--- src/rtl/pfc_pkg.sv ---
// Package for prime_factor_count: state codes, status struct and count constants.
package pfc_pkg;

  // Width of the factor count field and its saturation ceiling.
  localparam int unsigned COUNT_BITS = 5;
  localparam logic [COUNT_BITS-1:0] COUNT_MAX = 5'd31;

  // Sequencer states, one-hot.
  typedef enum logic [2:0] {
    S_IDLE  = 3'b001,
    S_CHECK = 3'b010,
    S_DIV   = 3'b100
  } pfc_state_t;

  // Status returned by the serial divider.
  typedef struct packed {
    logic busy;   // division in progress
    logic done;   // one-cycle pulse: quotient and remainder valid
    logic exact;  // remainder is zero (valid with done)
  } pfc_div_stat_t;

endpackage

--- src/rtl/pfc_div.sv ---
// Bit-serial restoring divider: one quotient bit per cycle.
module pfc_div #(
  parameter int unsigned VALUE_BITS = 20,
  parameter int unsigned DIV_BITS   = 11
) (
  input  logic                    clk,
  input  logic                    rst_n,
  input  logic                    start,
  input  logic [VALUE_BITS-1:0]   dividend,
  input  logic [DIV_BITS-1:0]     divisor,
  output logic [VALUE_BITS-1:0]   quotient,
  output pfc_pkg::pfc_div_stat_t  stat
);
  import pfc_pkg::*;

  localparam int unsigned CW = (VALUE_BITS > 1) ? $clog2(VALUE_BITS) : 1;

  logic                  busy_r, busy_nxt;
  logic                  done_r, done_nxt;
  logic [CW-1:0]         cnt_r, cnt_nxt;
  logic [VALUE_BITS-1:0] q_r, q_nxt;
  logic [DIV_BITS-1:0]   p_r, p_nxt;
  logic [DIV_BITS:0]     trial;
  logic [DIV_BITS+1:0]   diff;
  logic                  ge;

  // Bring down the next dividend bit and try the subtraction.
  assign trial = {p_r, q_r[VALUE_BITS-1]};
  assign diff  = {1'b0, trial} - {2'b00, divisor};
  assign ge    = ~diff[DIV_BITS+1];

  always_comb begin
    busy_nxt = busy_r;
    done_nxt = 1'b0;
    cnt_nxt  = cnt_r;
    q_nxt    = q_r;
    p_nxt    = p_r;
    if (start) begin
      busy_nxt = 1'b1;
      cnt_nxt  = CW'(VALUE_BITS - 1);
      q_nxt    = dividend;
      p_nxt    = '0;
    end else if (busy_r) begin
      q_nxt = {q_r[VALUE_BITS-2:0], ge};
      p_nxt = ge ? diff[DIV_BITS-1:0] : trial[DIV_BITS-1:0];
      if (cnt_r == '0) begin
        busy_nxt = 1'b0;
        done_nxt = 1'b1;
      end else begin
        cnt_nxt = cnt_r - 1'b1;
      end
    end
  end

  always_ff @(posedge clk) begin
    if (!rst_n) begin
      busy_r <= 1'b0;
      done_r <= 1'b0;
    end else begin
      busy_r <= busy_nxt;
      done_r <= done_nxt;
    end
    cnt_r <= cnt_nxt;
    q_r   <= q_nxt;
    p_r   <= p_nxt;
  end

  assign quotient   = q_r;
  assign stat.busy  = busy_r;
  assign stat.done  = done_r;
  assign stat.exact = done_r && (p_r == '0);

endmodule

--- src/rtl/prime_factor_count.sv ---
// Top level of prime_factor_count: counts prime factors with multiplicity.
//
// Usage:
//   Input channel  in_valid / in_ready / in_value: one unsigned request per item.
//   Output channel out_valid / out_ready / out_factor_count: one result per
//   request, in order. Inputs 0 and 1 give 0; a prime gives 1.
// Operation:
//   Trial divisors 2, 3, 4, ... are applied to a running remainder by a
//   bit-serial divider. Each divisor is removed as often as it divides; the
//   walk stops when divisor squared exceeds the remainder, and a remainder
//   above one then counts as one more prime.
// Work per item:
//   Each division is followed by a pass through the check state; the number
//   of divisions per item is at most about sqrt(value) plus the count.
//   One request is processed at a time.
// Reset: the block returns to idle with no result pending.
// Stall: a finished result waits in the output register; a later result
//   holds in the check stage until out_ready takes the earlier one.
module prime_factor_count #(
  parameter int unsigned VALUE_BITS = 20
) (
  input  logic                             clk,
  input  logic                             rst_n,
  input  logic                             in_valid,
  output logic                             in_ready,
  input  logic [VALUE_BITS-1:0]            in_value,
  output logic                             out_valid,
  input  logic                             out_ready,
  output logic [pfc_pkg::COUNT_BITS-1:0]   out_factor_count
);
  import pfc_pkg::*;

  // Divisor never exceeds about 2^(VALUE_BITS/2) + 1.
  localparam int unsigned DIV_BITS = (VALUE_BITS + 1) / 2 + 1;
  // Running square of the divisor, with headroom for the final increment.
  localparam int unsigned SQ_BITS  = VALUE_BITS + 2;

  pfc_state_t            state_r, state_nxt;
  logic [VALUE_BITS-1:0] rem_r, rem_nxt;
  logic [DIV_BITS-1:0]   div_r, div_nxt;
  logic [SQ_BITS-1:0]    sq_r, sq_nxt;
  logic [COUNT_BITS-1:0] count_r, count_nxt;
  logic                  out_valid_r, out_valid_nxt;
  logic [COUNT_BITS-1:0] out_count_r, out_count_nxt;

  logic                  div_start;
  logic [VALUE_BITS-1:0] div_quot;
  pfc_div_stat_t         div_stat;
  logic                  sq_over;
  logic                  rem_gt1;
  logic                  out_free;
  logic [COUNT_BITS-1:0] count_inc;
  logic [COUNT_BITS-1:0] final_count;

  pfc_div #(
    .VALUE_BITS(VALUE_BITS),
    .DIV_BITS  (DIV_BITS)
  ) u_div (
    .clk      (clk),
    .rst_n    (rst_n),
    .start    (div_start),
    .dividend (rem_r),
    .divisor  (div_r),
    .quotient (div_quot),
    .stat     (div_stat)
  );

  // Stop test: divisor squared above the remainder.
  assign sq_over   = sq_r > {2'b00, rem_r};
  assign rem_gt1   = |rem_r[VALUE_BITS-1:1];
  assign out_free  = !out_valid_r || out_ready;
  // Saturating increment of the running count.
  assign count_inc = (count_r == COUNT_MAX) ? count_r : count_r + 1'b1;
  assign final_count = rem_gt1 ? count_inc : count_r;

  assign in_ready = (state_r == S_IDLE);

  always_comb begin
    state_nxt     = state_r;
    rem_nxt       = rem_r;
    div_nxt       = div_r;
    sq_nxt        = sq_r;
    count_nxt     = count_r;
    out_valid_nxt = out_valid_r;
    out_count_nxt = out_count_r;
    div_start     = 1'b0;

    // Drop the result once the receiver takes it.
    if (out_valid_r && out_ready) begin
      out_valid_nxt = 1'b0;
    end

    unique case (state_r)
      S_IDLE: begin
        // Load a new request and restart the divisor walk at two.
        if (in_valid) begin
          rem_nxt   = in_value;
          div_nxt   = DIV_BITS'(2);
          sq_nxt    = SQ_BITS'(4);
          count_nxt = '0;
          state_nxt = S_CHECK;
        end
      end
      S_CHECK: begin
        if (sq_over) begin
          // Finish: hold until the output register is free.
          if (out_free) begin
            out_valid_nxt = 1'b1;
            out_count_nxt = final_count;
            state_nxt     = S_IDLE;
          end
        end else begin
          div_start = 1'b1;
          state_nxt = S_DIV;
        end
      end
      S_DIV: begin
        if (div_stat.done) begin
          if (div_stat.exact) begin
            // Divisor divides: take the quotient, keep the same divisor.
            rem_nxt   = div_quot;
            count_nxt = count_inc;
          end else begin
            // Advance the divisor; (d+1)^2 = d^2 + 2d + 1.
            div_nxt = div_r + 1'b1;
            sq_nxt  = sq_r + SQ_BITS'({div_r, 1'b1});
          end
          state_nxt = S_CHECK;
        end
      end
      default: begin
        state_nxt = S_IDLE;
      end
    endcase
  end

  always_ff @(posedge clk) begin
    if (!rst_n) begin
      state_r     <= S_IDLE;
      out_valid_r <= 1'b0;
    end else begin
      state_r     <= state_nxt;
      out_valid_r <= out_valid_nxt;
    end
    rem_r       <= rem_nxt;
    div_r       <= div_nxt;
    sq_r        <= sq_nxt;
    count_r     <= count_nxt;
    out_count_r <= out_count_nxt;
  end

  assign out_valid        = out_valid_r;
  assign out_factor_count = out_count_r;

  // The running square tracks the divisor exactly.
  a_square_track: assert property (@(posedge clk) disable iff (!rst_n)
    (state_r == S_CHECK) |-> (sq_r == SQ_BITS'(div_r) * SQ_BITS'(div_r)))
    else $error("running square does not match divisor");

  // The divisor never drops below two during the walk.
  a_div_min: assert property (@(posedge clk) disable iff (!rst_n)
    (state_r == S_CHECK || state_r == S_DIV) |-> (div_r >= DIV_BITS'(2)))
    else $error("trial divisor below two");

  // An accepted request loads the remainder and enters the check stage.
  a_load: assert property (@(posedge clk) disable iff (!rst_n)
    (in_valid && in_ready) |=> (state_r == S_CHECK && rem_r == $past(in_value)))
    else $error("request not loaded");

  // The divider only reports completion while the sequencer waits on it.
  a_div_done: assert property (@(posedge clk) disable iff (!rst_n)
    div_stat.done |-> (state_r == S_DIV))
    else $error("divider done outside divide state");

endmodule

--- config.mk ---
export PLATFORM = sky130hd
export DESIGN_NAME = prime_factor_count
export DESIGN_NICKNAME = d
export VERILOG_FILES = /design/src/rtl/pfc_pkg.sv /design/src/rtl/pfc_div.sv /design/src/rtl/prime_factor_count.sv
export SDC_FILE = /design/constraint.sdc
export NUM_CORES = 1
export LEC_CHECK = 0
export BUFFER_PORTS_ARGS = -buffer_cell sky130_fd_sc_hd__buf_2
export CORE_UTILIZATION = 67
export CTS_CLUSTER_SIZE = 24
export DETAILED_ROUTE_END_ITERATION = 7
export PLACE_DENSITY = 0.86
export SYNTH_ARGS = -nofsm -noshare
export SYNTH_HDL_FRONTEND = slang
export SYNTH_SLANG_ARGS = --single-unit
--- constraint.sdc ---
create_clock -name clk -period 5.2 [get_ports clk]
set_input_delay 0.26 -clock clk [delete_from_list [all_inputs] [get_ports clk]]
set_output_delay 0.26 -clock clk [all_outputs]
set_load 0.05 [all_outputs]
==> key figures <==
Place
  – Hpwl dp: 10500 um
  – Input/output buffers: 30
  – Gpl congestion: 0.908
  – Setup slack at placement: approximately 1.9 ns

Synthesis
  – Post-synth EDFFs: 83
  – Yosys warnings: 0
  – Synth Net Count: 716
  – Register area share after synthesis: a little under half
  – Synth Register Bits: approximately 110
  – Simple-Gate Fraction of Synth Area: around 18%
  – Adder-Cell Fraction of Synth Area: a little under a tenth
  – Area of the mapped netlist: 6440 um2
  – Post-synth ARST share: 0%
  – Mux cell area share after synthesis: under 10%
  – Primary FF master, synth: edfxtp_1
  – Synth Area in Compound Gates: 12.9%
  – Syn_area_per_cell: roughly 10 um2
  – Synth Instances: between 600 and 700
  – Largest family of logic cells by synthesized area: simple AND/OR/NAND/NOR gates
  – Yosys cell types: 64
  – Xor/xnor share of the synthesized area: 4.49%

STA
  – RSZ-0062 raised after global routing: false
  – Final Hold Viols: 0
  – Max frequency: 299 MHz
  – Max_slew headroom: between 20% and 30%
  – Post-route clock skew: between 0.007 and 0.008 ns
  – Total negative slack: 0 ns
  – Crit share post-route: around 64%
  – Final WS setup: around 1.9 ns
  – Slew Limit Fails: 0
  – Final setup fails: 0
  – Tmin final: 3.35 ns
  – Slew @ Worst Pin: roughly 1.2 ns

Detailed routing
  – Detailed Routing Iterations Pass 1: 4
  – ANT nets after route: 0
  – WL per Instance: around 18 um
  – DRC Markers: 0
  – WL final: between 10000 and 15000 um
  – Initial DRC Count: 380
  – Vias: 4991
  – Post-detailed-route via-to-cell ratio: just over 6

Power and ir drop
  – Logic pwr share: a little under two fifths
  – Static leakage: 2.80 nW
  – Sw Pwr: roughly 1 mW
  – Switching share of power: 37.6%
  – Internal: roughly 1.7 mW
  – Clk network pwr share: a little under a fifth
  – Reg power frac: between 40% and 50%
  – PwrDens: 395 nW/um2
  – Design Power: approximately 2.7 mW
  – Peak VDD IR: between 0.3 and 0.4 mV

Critical path
  – Worst path slowest cell: or2_1
  – CP top delay family: simple AND/OR/NAND/NOR gates
  – Critical-path cell list: inv_1 -> ha_1 -> nand2b_1 -> a21oi_1 -> o31ai_2 -> nand3_2 -> o31ai_4 -> buf_4 -> or2_1
  – WS Path Type: register to register
  – Crit path required time: 5.21 ns
  – Worst Setup Start Kind: register
  – Crit path DAT: between 3 and 4 ns
  – CP peak stage delay: ~0.74 ns
  – CP max FO: 39
  – CP Capture Type: register
  – Buf/Inv on CP: 2

CTS
  – Clk sinks: about 110
  – Post-CTS Setup Repair Bufs: 0
  – Worst skew pair latency: 0.38 ns
  – Root Driver: clkbuf_8
  – H-tree depth: 3
  – Num CTS Buffers: 9
  – # hold bufs at CTS: 0
  – Largest buffer count on any clock path: 2
  – PostCTS Resize Cnt: 0
  – CTS tree: built
  – Clock transition at path regs: about 0.10 ns

GRT
  – Initial antenna violation count: 0
  – GRT overflow: 0
  – Vias in the first global route: 5003
  – Global-route usage over all layers: roughly 30%
  – Largest net degree at the start of global routing: 60
  – First-pass GRT wire length: approximately 24000 um

Status
  – Status: finished, final reports clean

Floorplan
  – Die H: 100 um
  – I/O pins: 31
  – Initial Util: a little under 70%
  – Die width: roughly 100 um
  – Die area: roughly 10000 um2
  – Core region area: 9280 um2
  – Site Rows: 35

Min path
  – Hold Path Class: input port to register

Final layout
  – Area growth syn-to-layout: 6.50%
  – # nets final: 740
  – Ant diodes: 0
  – Layout cells sized above 1: between 10 and 15%

Flow run
  – Max-cap viol count: 0
-- synthesized netlist by cell type, types with 4 or more instances --
master	instances	area (um2)
nand2_1	87	327
edfxtp_1	83	2490
nor2_1	57	214
inv_1	51	191
ha_1	45	563
a21oi_1	34	170
o21ai_0	24	120
dfxtp_1	22	440
nand3_1	22	110
xnor2_1	21	184
mux2_4	19	285
xor2_1	12	105
clkbuf_1	11	41.3
nand2b_1	11	68.8
nand4_1	11	68.8
a31oi_1	10	62.6
a211oi_1	9	67.6
or3_1	9	56.3
a21o_1	8	60.1
nor3_1	8	40.0
nor4_1	8	50.1
o21a_1	5	37.5
a211o_1	4	35.0
and3_1	4	25.0
buf_6	4	45.0
nor2b_1	4	25.0
o211ai_1	4	30.0
-- state kept, by name, summed over array words and instances (netlist names), 3 cells and up --
signal,count
u_div.quotient,20
state_r,3
div_r,11
out_factor_count,5
count_r,5
u_div.cnt_r,5
u_div.p_r,11
rem_r,20
sq_r,22
-- final timing paths --
check | from | cells past startpoint | to | slack (ns)
max reg2reg | rem_r[1]$_DFFE_PP_ | 9 | u_div.quotient[12]$_DFFE_PP_ | 1.85
min | in_value[6] | 3 | rem_r[6]$_DFFE_PP_ | 0.15
min reg2reg | u_div.cnt_r[4]$_SDFFE_PP1P_ | 1 | u_div.done_r$_SDFF_PP0_ | 0.50
max | rem_r[1]$_DFFE_PP_ | 9 | u_div.quotient[12]$_DFFE_PP_ | 1.85
-- power groups by stage --
stage / logic, mW / clock network (mW) / registers, mW
after floorplan: 0.797 / 0 / 1.16
after global placement: 0.936 / 0 / 1.21
after detailed placement: 0.992 / 0 / 1.21
after CTS: 0.997 / 0.507 / 1.20
after global routing: 1.12 / 0.534 / 1.22
final: 1.00 / 0.503 / 1.20
-- cell type report --
class / instances / area [um2]
multi-input cells: 470 / 3220
flip-flops and latches: 105 / 2930
fillers: 653 / 2420
inverters: 51 / 191
clock buffers: 13 / 170
repair buffers: 32 / 165
well taps: 129 / 161
clock inverters: 3 / 21.3
-- cells in the final DEF (no fill, tap or decap), types with 12 or more instances in the layout --
cell type,n
nand3_1,22
mux2_4,19
xor2_1,12
inv_1,51
xnor2_1,21
dfxtp_1,22
nand2_1,86
ha_1,45
a21oi_1,34
nor2_1,56
edfxtp_1,83
buf_2,30
o21ai_0,24
-- layer usage --
layer	share of wire [%]	track usage [%]	routed length, um
met5	0	0	0
met4	4.4	15.6	625
met3	4.1	5.36	587
met2	51	55.3	7260
met1	41	35.2	5830
-- worst register-to-register path: cells and delay by family (launching register included) --
family / cells / cell delay [ns]
AO/OA/AOI/OAI: 3 / 0.56
adder cells (fa/ha/maj): 1 / 0.33
buffers and inverters: 2 / 0.59
flip-flops: 1 / 0.48
AND/OR/NAND/NOR: 3 / 1.02
-- logic make-up after synthesis --
logic type,count (synthesis)
adder cells (fa/ha/maj),47
AO/OA/AOI/OAI,125
buffers and inverters,70
AND/OR/NAND/NOR,240
multiplexers,25
XOR/XNOR,33
flip-flops,105
-- stage by stage --
step	instances	util, %	hold slack [ns]	area, um2
floorplan	645	-	0.351	6440
global placement	787	71.9	0.473	6670
detailed placement	787	71.9	0.479	6670
CTS	803	73.9	0.139	6860
global route	803	73.9	0.148	6860
finish	803	73.9	0.145	6860
No activity file was read; power rests on OpenSTA's default activity.
